## src/rtl/cesd_pkg.sv

```systemverilog
`timescale 1ns / 1ps
`default_nettype none
// ----------------------------------------------------------------------------
// cesd_pkg
// Shared types and constants of the C string escape decoder.
// ----------------------------------------------------------------------------
package cesd_pkg;

  // depth of the queue between front and back, in entries
  localparam int QDEPTH = 4;
  localparam int QPTR_W = $clog2(QDEPTH);
  localparam int QCNT_W = $clog2(QDEPTH + 1);

  // one entry holds every result that one input byte gives
  typedef struct packed {
    logic       two;
    logic [7:0] b0;
    logic       e0;
    logic [7:0] b1;
    logic       e1;
    logic       err;
  } res_entry_t;

endpackage : cesd_pkg
`default_nettype wire

```

## src/rtl/c_escape_sequence_decoder_top.sv

```systemverilog
`timescale 1ns / 1ps
`default_nettype none
// ----------------------------------------------------------------------------
// c_escape_sequence_decoder_top
// C string escape decoder: raw escaped bytes in, unescaped bytes out.
// ----------------------------------------------------------------------------
// One raw byte is taken per cycle whenever full is low; a byte is parsed in
// the cycle it is accepted and its results are written to a four-entry queue,
// so full rises only when that queue backs up. While pop is held and results
// wait, the result side gives one decoded byte per cycle; a non-digit byte
// that ends a hex or octal escape gives two results (one if a backslash opens
// a new escape), so a stream of such bytes is bound by the single result port.
// With the result side idle, the first result is queued and then registered.
// ----------------------------------------------------------------------------
module c_escape_sequence_decoder_top
  import cesd_pkg::*;
(
  input  wire logic       clk,
  input  wire logic       rst,
  input  wire logic       push,
  output logic            full,
  input  wire logic [7:0] in_byte,
  input  wire logic       last_byte,
  output logic            empty,
  input  wire logic       pop,
  output logic [7:0]      out_byte,
  output logic            end_of_string,
  output logic            octal_error
);

  res_entry_t q_wdata, q_rdata;
  logic       q_push, q_pop, q_full, q_empty;

  cesd_front u_front (
    .clk       (clk),
    .rst       (rst),
    .push      (push),
    .in_byte   (in_byte),
    .last_byte (last_byte),
    .q_full    (q_full),
    .q_push    (q_push),
    .q_wdata   (q_wdata)
  );

  cesd_queue u_queue (
    .clk     (clk),
    .rst     (rst),
    .wr      (q_push),
    .wdata   (q_wdata),
    .rd      (q_pop),
    .rdata   (q_rdata),
    .q_full  (q_full),
    .q_empty (q_empty)
  );

  cesd_back u_back (
    .clk           (clk),
    .rst           (rst),
    .q_rdata       (q_rdata),
    .q_empty       (q_empty),
    .q_pop         (q_pop),
    .pop           (pop),
    .empty         (empty),
    .out_byte      (out_byte),
    .end_of_string (end_of_string),
    .octal_error   (octal_error)
  );

  assign full = q_full;

`ifndef SYNTHESIS
  a_no_push_when_full: assert property (@(posedge clk) disable iff (rst)
    q_push |-> !q_full)
    else $error("entry written into full queue");

  a_no_pop_when_empty: assert property (@(posedge clk) disable iff (rst)
    q_pop |-> !q_empty)
    else $error("entry read from empty queue");

  a_empty_after_reset: assert property (@(posedge clk)
    rst |=> empty && !full)
    else $error("result side not empty after reset");

  a_queue_fill_on_idle_back: assert property (@(posedge clk) disable iff (rst)
    (!q_empty && empty) |-> q_pop)
    else $error("back stage idle while queue holds entries");
`endif

endmodule : c_escape_sequence_decoder_top
`default_nettype wire

```

## src/rtl/cesd_front.sv

```systemverilog
`timescale 1ns / 1ps
`default_nettype none
// ----------------------------------------------------------------------------
// cesd_front
// Takes raw bytes, tracks the escape parse state and builds result entries.
// ----------------------------------------------------------------------------
module cesd_front
  import cesd_pkg::*;
(
  input  wire logic       clk,
  input  wire logic       rst,
  input  wire logic       push,
  input  wire logic [7:0] in_byte,
  input  wire logic       last_byte,
  input  wire logic       q_full,
  output logic            q_push,
  output res_entry_t      q_wdata
);

  localparam logic [1:0] MODE_TEXT = 2'd0;
  localparam logic [1:0] MODE_ESC  = 2'd1;
  localparam logic [1:0] MODE_HEX  = 2'd2;
  localparam logic [1:0] MODE_OCT  = 2'd3;

  localparam logic [7:0] CH_BSL = 8'h5C;
  localparam logic [7:0] CH_X   = 8'h78;

  logic [1:0] mode;
  logic [7:0] val;
  logic [1:0] cnt;
  logic       err;

  logic [1:0] mode_next;
  logic [7:0] val_next;
  logic [1:0] cnt_next;
  logic       err_next;
  logic       err_upd;
  logic [1:0] nres;
  logic [7:0] b0, b1;
  logic       e0, e1;

  logic       accept;
  logic       is_dec, is_hex, plain_hold;
  logic [3:0] dig, hexv;
  logic [1:0] plain_mode;
  logic [7:0] mapped;

  assign accept = push && !q_full;

  always_comb begin
    is_dec = (in_byte >= 8'h30) && (in_byte <= 8'h39);
    dig    = in_byte[3:0];
    hexv   = dig;
    is_hex = is_dec;
    if ((in_byte >= 8'h61 && in_byte <= 8'h66) || (in_byte >= 8'h41 && in_byte <= 8'h46)) begin
      is_hex = 1'b1;
      hexv   = 4'(in_byte[2:0] + 3'd1) + 4'd8;
    end
  end

  always_comb begin
    case (in_byte)
      8'h62:   mapped = 8'h08;
      8'h66:   mapped = 8'h0C;
      8'h6E:   mapped = 8'h0A;
      8'h72:   mapped = 8'h0D;
      8'h74:   mapped = 8'h09;
      default: mapped = in_byte;
    endcase
  end

  assign plain_hold = (in_byte == CH_BSL) && !last_byte;
  assign plain_mode = plain_hold ? MODE_ESC : MODE_TEXT;

  always_comb begin
    mode_next = mode;
    val_next  = val;
    cnt_next  = cnt;
    err_upd   = err;
    nres      = 2'd0;
    b0        = 8'h00;
    e0        = 1'b0;
    b1        = in_byte;
    e1        = last_byte;
    unique case (mode)
      MODE_ESC: begin
        if (in_byte == CH_X) begin
          mode_next = MODE_HEX;
          val_next  = 8'h00;
          cnt_next  = 2'd0;
          if (last_byte) begin
            nres = 2'd1;
            e0   = 1'b1;
          end
        end else if (is_dec) begin
          err_upd   = err | (dig > 4'd7);
          val_next  = {4'h0, dig};
          cnt_next  = 2'd1;
          mode_next = MODE_OCT;
          if (last_byte) begin
            nres = 2'd1;
            b0   = {4'h0, dig};
            e0   = 1'b1;
          end
        end else begin
          mode_next = MODE_TEXT;
          nres      = 2'd1;
          b0        = mapped;
          e0        = last_byte;
        end
      end
      MODE_HEX: begin
        if (is_hex) begin
          val_next = {val[3:0], hexv};
          if (cnt < 2'd2) cnt_next = cnt + 2'd1;
          if (last_byte) begin
            nres = 2'd1;
            b0   = {val[3:0], hexv};
            e0   = 1'b1;
          end
        end else begin
          b0        = (cnt != 2'd0) ? val : 8'h00;
          mode_next = plain_mode;
          nres      = plain_hold ? 2'd1 : 2'd2;
        end
      end
      MODE_OCT: begin
        if (is_dec) begin
          err_upd  = err | (dig > 4'd7);
          val_next = {val[4:0], 3'b000} + {4'h0, dig};
          cnt_next = cnt + 2'd1;
          if (cnt_next == 2'd3 || last_byte) begin
            nres      = 2'd1;
            b0        = val_next;
            e0        = last_byte;
            mode_next = MODE_TEXT;
            cnt_next  = 2'd0;
          end
        end else begin
          b0        = val;
          mode_next = plain_mode;
          nres      = plain_hold ? 2'd1 : 2'd2;
        end
      end
      default: begin
        mode_next = plain_mode;
        b0        = in_byte;
        e0        = last_byte;
        nres      = plain_hold ? 2'd0 : 2'd1;
      end
    endcase
    err_next = err_upd;
    if (last_byte) begin
      mode_next = MODE_TEXT;
      val_next  = 8'h00;
      cnt_next  = 2'd0;
      err_next  = 1'b0;
    end
  end

  always_ff @(posedge clk) begin
    if (rst) begin
      mode <= MODE_TEXT;
      val  <= 8'h00;
      cnt  <= 2'd0;
      err  <= 1'b0;
    end else if (accept) begin
      mode <= mode_next;
      val  <= val_next;
      cnt  <= cnt_next;
      err  <= err_next;
    end
  end

  assign q_push      = accept && (nres != 2'd0);
  assign q_wdata.two = (nres == 2'd2);
  assign q_wdata.b0  = b0;
  assign q_wdata.e0  = e0;
  assign q_wdata.b1  = b1;
  assign q_wdata.e1  = e1;
  assign q_wdata.err = err_upd;

endmodule : cesd_front
`default_nettype wire

```

## src/rtl/cesd_queue.sv

```systemverilog
`timescale 1ns / 1ps
`default_nettype none
// ----------------------------------------------------------------------------
// cesd_queue
// Short queue of result entries between the front and the back.
// ----------------------------------------------------------------------------
module cesd_queue
  import cesd_pkg::*;
(
  input  wire logic       clk,
  input  wire logic       rst,
  input  wire logic       wr,
  input  wire res_entry_t wdata,
  input  wire logic       rd,
  output res_entry_t      rdata,
  output logic            q_full,
  output logic            q_empty
);

  res_entry_t        mem [QDEPTH];
  logic [QPTR_W-1:0] wptr, rptr;
  logic [QCNT_W-1:0] count;
  logic              do_wr, do_rd;

  assign q_full  = (count == QCNT_W'(QDEPTH));
  assign q_empty = (count == '0);
  assign do_wr   = wr && !q_full;
  assign do_rd   = rd && !q_empty;
  assign rdata   = mem[rptr];

  always_ff @(posedge clk) begin
    if (do_wr) mem[wptr] <= wdata;
  end

  always_ff @(posedge clk) begin
    if (rst) begin
      wptr  <= '0;
      rptr  <= '0;
      count <= '0;
    end else begin
      if (do_wr) wptr <= wptr + QPTR_W'(1);
      if (do_rd) rptr <= rptr + QPTR_W'(1);
      if (do_wr && !do_rd) count <= count + QCNT_W'(1);
      else if (do_rd && !do_wr) count <= count - QCNT_W'(1);
    end
  end

endmodule : cesd_queue
`default_nettype wire

```

## src/rtl/cesd_back.sv

```systemverilog
`timescale 1ns / 1ps
`default_nettype none
// ----------------------------------------------------------------------------
// cesd_back
// Holds the current entry and hands out its results one per transaction.
// ----------------------------------------------------------------------------
module cesd_back
  import cesd_pkg::*;
(
  input  wire logic       clk,
  input  wire logic       rst,
  input  wire res_entry_t q_rdata,
  input  wire logic       q_empty,
  output logic            q_pop,
  input  wire logic       pop,
  output logic            empty,
  output logic [7:0]      out_byte,
  output logic            end_of_string,
  output logic            octal_error
);

  res_entry_t cur;
  logic       valid;
  logic       idx;
  logic       last_part;
  logic       advance;

  assign last_part = !cur.two || idx;
  assign advance   = !valid || (pop && last_part);
  assign q_pop     = advance && !q_empty;

  always_ff @(posedge clk) begin
    if (rst) begin
      valid <= 1'b0;
      idx   <= 1'b0;
    end else if (advance) begin
      valid <= !q_empty;
      idx   <= 1'b0;
    end else if (pop) begin
      idx <= 1'b1;
    end
  end

  always_ff @(posedge clk) begin
    if (advance) cur <= q_rdata;
  end

  assign empty         = !valid;
  assign out_byte      = idx ? cur.b1 : cur.b0;
  assign end_of_string = idx ? cur.e1 : cur.e0;
  assign octal_error   = cur.err;

endmodule : cesd_back
`default_nettype wire
```

## config.mk

```make
export PLATFORM = sky130hd
export DESIGN_NAME = c_escape_sequence_decoder_top
export DESIGN_NICKNAME = d
export VERILOG_FILES = /design/src/rtl/cesd_pkg.sv /design/src/rtl/c_escape_sequence_decoder_top.sv /design/src/rtl/cesd_front.sv /design/src/rtl/cesd_queue.sv /design/src/rtl/cesd_back.sv
export SDC_FILE = /design/constraint.sdc
export NUM_CORES = 1
export LEC_CHECK = 0
export ABC_AREA = 1
export BUFFER_PORTS_ARGS = -buffer_cell sky130_fd_sc_hd__buf_2
export CORE_ASPECT_RATIO = 1.4
export CORE_MARGIN = 4
export CORE_UTILIZATION = 63
export CTS_BUF_LIST = sky130_fd_sc_hd__clkbuf_2 sky130_fd_sc_hd__clkbuf_4 sky130_fd_sc_hd__clkbuf_8
export DETAILED_ROUTE_END_ITERATION = 10
export PLACE_DENSITY_LB_ADDON = 0.2
export SLEW_MARGIN = 20
export SYNTH_ARGS = -nofsm -noshare
export SYNTH_HDL_FRONTEND = slang
export SYNTH_SLANG_ARGS = --single-unit
```

## constraint.sdc

```tcl
create_clock -name clk -period 5.1 [get_ports clk]
set_input_delay 1.53 -clock clk [delete_from_list [all_inputs] [get_ports clk]]
set_output_delay 1.53 -clock clk [all_outputs]
set_load 0.02 [all_outputs]
```

# == Word level (Yosys, flattened, before mapping) ==
# Memory sizes are Yosys's and may differ from the RTL's. A register that Yosys moved wholly into a read port is not among the register bits.
# Index checks and enable logic that the tools add are counted.
# W data, S select, Z words.
# op_classes
add_sub_neg,8
magnitude_cmp,8
n_eq_ne,19
mux,60
n_bitwise,1
n_reduce_logical,32
# op_table
op,n
$mux W8,13
$eq A8 B7 Y1 const B,7
$pmux W8 S3,2
$pmux W8 S5,1
$mux W2,18
$pmux W2 S3,3
$mux W1,17
$ge A8 B7 Y1 const B,2
$le A8 B7 Y1 const B,2
$logic_and A1 B1 Y1,12
$ne A3 B2 Y1 const B,3
$add A8 B4 Y8,1
$eq A2 B2 Y1 const B,4
$ge A8 B6 Y1 const B,1
$le A8 B6 Y1 const B,1
$mux W4,2
$logic_not A1 Y1,7
$add A2 B1 Y2 const B,3
$mux W3,2
$reduce_and A6 Y1,1
$reduce_bool A2 Y1,3
$reduce_and A5 Y1,1
$add A3 B1 Y4 const B,1
$add A4 B4 Y4 const B,1
17 further kinds,20
# word_totals
ff_bits,22
ramBits,80
input_bits,13
wordCells,138
n_memories,1
# memory_table
memory,words,width,read_ports,rd_ports_with_merged_regs,write_ports,line_no,rtl
u_queue.mem,4,20,1,1,1,cesd_queue.sv:20,res_entry_t mem [QDEPTH];

# == Longest topological paths before layout ==
# logic_depth
word_depth,13
depth_mapped,22
ltp_nobuf,22

# == Hierarchy ==
# From an unflattened synthesis, not the netlist that was laid out.
# unflattened
hier_cells,699
hier_area_um2,6369.9
# by_module_without_submodules
mod,instances,cells_per_inst,area_each_um2
cesd_queue,1,264,3438.3
cesd_front,1,373,2122.0
cesd_back,1,62,809.5

# == Worst setup path before layout ==
# No wires, ideal clock.
# synth_path
path_type,input to register
start,input in_byte[0]
end,"memory u_queue.mem[0][0] (netlist name), enable pin"
setup_ns,0.397
arrival_time_ns,3.644
setup_slack_ns,1.059
stages,13
path_buffers,1
cell_sequence,inv_1 -> ha_1 -> inv_1 -> nand3_1 -> nand3_4 -> buf_6 -> nand3_1 -> nand3_1 -> nand2_1 -> nand2_1 -> nand2_1 -> nand2_2 -> nor2_1
# synth_via
elab_chain_cells,11
elab_cells_between_ends,26
# synth_rtl
item,line_no,rtl
from (decl),c_escape_sequence_decoder_top.sv:22,"input wire logic [7:0] in_byte,"
$ge A8 B7 Y1 / $le A8 B7 Y1 (equally long branches),cesd_front.sv:55,if ((in_byte >= 8'h61 && in_byte <= 8'h66) || (in_byte >= 8'h41 && in_byte <= 8'h46)) begin
$logic_and A1 B1 Y1,cesd_front.sv:55,
$logic_or A1 B1 Y1,cesd_front.sv:55,
$mux W1,cesd_front.sv:55,
$mux W2,cesd_front.sv:113,if (is_hex) begin
$pmux W2 S3 (*),cesd_front.sv:85,unique case (mode)
$reduce_bool A2 Y1 (*),cesd_front.sv:175,assign q_push = accept && (nres != 2'd0);
$logic_and A1 B1 Y1 (*),cesd_front.sv:175,
$logic_and A1 B1 Y1 (*),cesd_queue.sv:27,assign do_wr = wr && !q_full;
$mux W1 (*),cesd_queue.sv:32,if (do_wr) mem[wptr] <= wdata;
$mux W1 (not written as such) (*),cesd_queue.sv:32,
to (decl),cesd_queue.sv:20,
# Mark *: on every way between the ends. The rest lies on a longest branch, timed or not.

# == Final worst setup path ==
# layout_path
start,input in_byte[0]
end,register u_queue.count[2]
# layout_via
elab_chain_cells,12
elab_cells_between_ends,29
# layout_rtl
item,line_no,rtl
$ge A8 B7 Y1 / $le A8 B7 Y1 (equally long branches),cesd_front.sv:55,
$logic_and A1 B1 Y1,cesd_front.sv:55,
$logic_or A1 B1 Y1,cesd_front.sv:55,
$mux W1,cesd_front.sv:55,
$mux W2,cesd_front.sv:113,
$pmux W2 S3 (*),cesd_front.sv:85,
$reduce_bool A2 Y1 (*),cesd_front.sv:175,
$logic_and A1 B1 Y1 (*),cesd_front.sv:175,
$logic_and A1 B1 Y1 (*),cesd_queue.sv:27,
via u_queue.do_wr,cesd_queue.sv:23,"logic do_wr, do_rd;"
$logic_not A1 Y1,cesd_queue.sv:44,else if (do_rd && !do_wr) count <= count - QCNT_W'(1);
$logic_and A1 B1 Y1,cesd_queue.sv:44,
$reduce_bool A2 Y1 (no line),-,
to (signal assigned),cesd_queue.sv:43,if (do_wr && !do_rd) count <= count + QCNT_W'(1);
to (signal assigned),cesd_queue.sv:44,
to (decl),cesd_queue.sv:22,logic [QCNT_W-1:0] count;
# The timed path passes the listed nets; every way through them passes the cells marked *.
# A chain may end at the register's enable or synchronous reset.

==> metrics <==
status=finished, final reports clean; Bufs and invs on worst path=6; Peak VDD IR=about 0.00033 V; achievable frequency=between 0.2 and 0.25 GHz; Avg Synthesized Cell Area=just under 10 um2; Synth Register Bits=~120; initial antenna violation count=0; Slew Limit Fails=0; site row count=about 40; Detailed Place HPWL=9550 um; share of layout cells above drive strength 1=0.134; Clock Tree Buf Depth=2; fin crit share=0.792; largest net degree at the start of global routing=43; Final #Nets=~640; Post-synth ARST share=0; Layout area overhead=10.5%; CP Class=input port to flip-flop; max incr delay on CP=0.44 ns; Ys Warns=0; Setup WS pre-CTS=0.583 ns; clock sink count=roughly 120; Resize count post-CTS=0; antenna violation net count after detailed routing=0; post-synth net total=approximately 600; Die ar.=between 10000 and 15000 um2; vias in the first global route=4347; DRT iter0 DRCs=between 300 and 400; Most used DFF post-synth=edfxtp_1; Final Cell Area=about 6400 um2; Mapped Cells=~590; Seq/Total Area, Yosys=0.593; RePlAce Congestion=between 0.9 and 1; Leak=approximately 2.4 nW; leading area contributor after synthesis=edfxtp_1; total core area=9030 um2; Tmin final=roughly 4.0 ns; Worst setup SP type=input port; Total GRT Usage=0.275; drt total wl=about 14000 um; cell family with most CP delay=adder cells; Worst Path Required=roughly 5.4 ns; critical-path maximum fanout=15; final hold slack=around 0.49 ns; total CTS buffers=17; Die H=approximately 120 um; post-CTS setup buffer count=0; initial core utilization=0.643; Pwr Density=between 400 and 500 nW/um2; final core occ=0.710; Worst EP arrival=~4.4 ns; Synth top area share=0.517; Vias/cell=between 6 and 7; Chip Width=a little under 90 um; setup TNS=0 ns; Root Buffer=clkbuf_8; RSZ-0062 raised after global routing=false; clock transition at the registers of the reported paths=roughly 0.08 ns; Distinct cells, synth=between 40 and 50; port buffer count=24; final setup vio count=0; I/O Pins=25; Max-Cap Viols=0; Slowest-stage cell, CP=fa_1; worst-path cell chain=buf_2 -> inv_1 -> ha_1 -> inv_1 -> nand3_1 -> nand3_4 -> nand2_1 -> nand2_1 -> nand2_1 -> nand2_1 -> inv_1 -> nand2_1 -> nand2_1 -> nand2_1 -> nand2_2 -> inv_1 -> ha_1 -> inv_1 -> fa_1 -> a21oi_1 -> o21ai_0 -> o21ai_0 -> a21oi_1; ANT cells=0; Layout Cells excl Fill=735; first-pass GRT wire length=21900 um; Synth top cells by count=100 x edfxtp_1, 84 x nand2_1, 81 x o21ai_0, 80 x nor2_1, 52 x inv_1; count of final hold-check violations=0; synthesized area=a little under 6000 um2; Slew @ Worst Pin=0.806 ns; cts hold-fix bufs=0; relative slew slack=0.462; DRC errors left=0; worst setup margin=1.06 ns; vias=about 4.4k; Post-synth EDFFs=100; Crit. End Element=flip-flop; Power Total=~3.1 mW; filler cell count=roughly 660; Worst-Skew Late Latency=0.43 ns; DR WL/cell=19.0 um; Worst path most repeated cell=nand2_1; total grt overflow=0; Placement Cell Area=about 6000 um2; cell with the most instances after synthesis=edfxtp_1; Placed Instances=around 700; DRT Pass-1 Iters=5; Hold/Removal Path Class=flip-flop to flip-flop; H-tree Lvls=4; TritonCTS clock tree=done; clk_skew=between 0.01 and 0.015 ns; Synth area leaders=edfxtp_1 52%, dfxtp_1 7.6%, o21ai_0 7.0%, nand2_1 5.4%, nor2_1 5.2%
[layout by cell type (no fill, tap or decap), drive strengths merged, types with 5 or more instances in the layout]
master	instances
inv	62
o22ai	24
nor2	83
edfxtp	100
o211ai	7
clkbuf	18
a21oi	22
ha	13
a31oi	5
nand4	8
nand3	31
dfxtp	22
nand2	88
buf	33
o21ai	81
[cell type report]
class | instances | area (um2) | area share
well taps | 107 | 134 | 0.0209
clock inverters | 14 | 160 | 0.0250
flip-flops and latches | 122 | 3440 | 0.537
multi-input cells | 384 | 2020 | 0.316
repair buffers | 33 | 188 | 0.0293
clock buffers | 18 | 248 | 0.0386
inverters | 57 | 216 | 0.0337
[power by group]
group          switching, mW  leakage [nW]  internal (mW)
Clock                  0.405         0.194          0.457
Combinational          0.587          1.11          0.242
Sequential            0.0822          1.12           1.32
Total                   1.07          2.42           2.02
[flip-flops by register name (all words and copies together), names as in the netlist]
register,cells
u_back.valid,1
u_front.val,8
u_front.mode,2
u_back.idx,1
u_back.cur,19
u_front.err,1
u_queue.wptr,2
u_front.cnt,2
u_back.octal_error,1
u_queue.count,3
u_queue.mem,80
u_queue.rptr,2
[final timing paths]
| path | startpoint | to | slack [ns] | cells after the start |
|---|---|---|---|---|
| worst min-delay path | u_front.val[6] | u_front.val[6] | 0.49 | 2 |
| worst max-delay path | in_byte[0] | u_queue.count[2] | 1.06 | 23 |
| worst max register to register | u_front.mode[0] | u_queue.count[2] | 2.22 | 17 |
| worst min register to register | u_front.val[6] | u_front.val[6] | 0.49 | 2 |
[worst reg2reg max path, delay by kind of cell (launching register included)]
family | cells | cell delay (ns)
DFF | 1 | 0.49
adders and majority gates | 2 | 0.58
buffers and inverters | 4 | 0.53
and+or+nand+nor | 7 | 0.72
AOI/OAI and AO/OA | 4 | 0.45
[per-layer routing]
layer / wire length [um] / track usage / vias to the layer above
met2: 7410 / 0.476 / 169
met5: 0 / 0 / -
met3: 585 / 0.0582 / 42
li1: - / - / 2127
met1: 5430 / 0.312 / 2100
met4: 530 / 0.142 / 0
[cell families after synthesis]
family,Yosys count,share of synthesized area
flip-flops,122,0.593
adder cells (fa/ha/maj),14,0.0315
AO/OA/AOI/OAI,152,0.147
buffers and inverters,82,0.0586
AND/OR/NAND/NOR,214,0.164
XOR/XNOR,4,0.00603
Power figures use the tool's default switching activity.
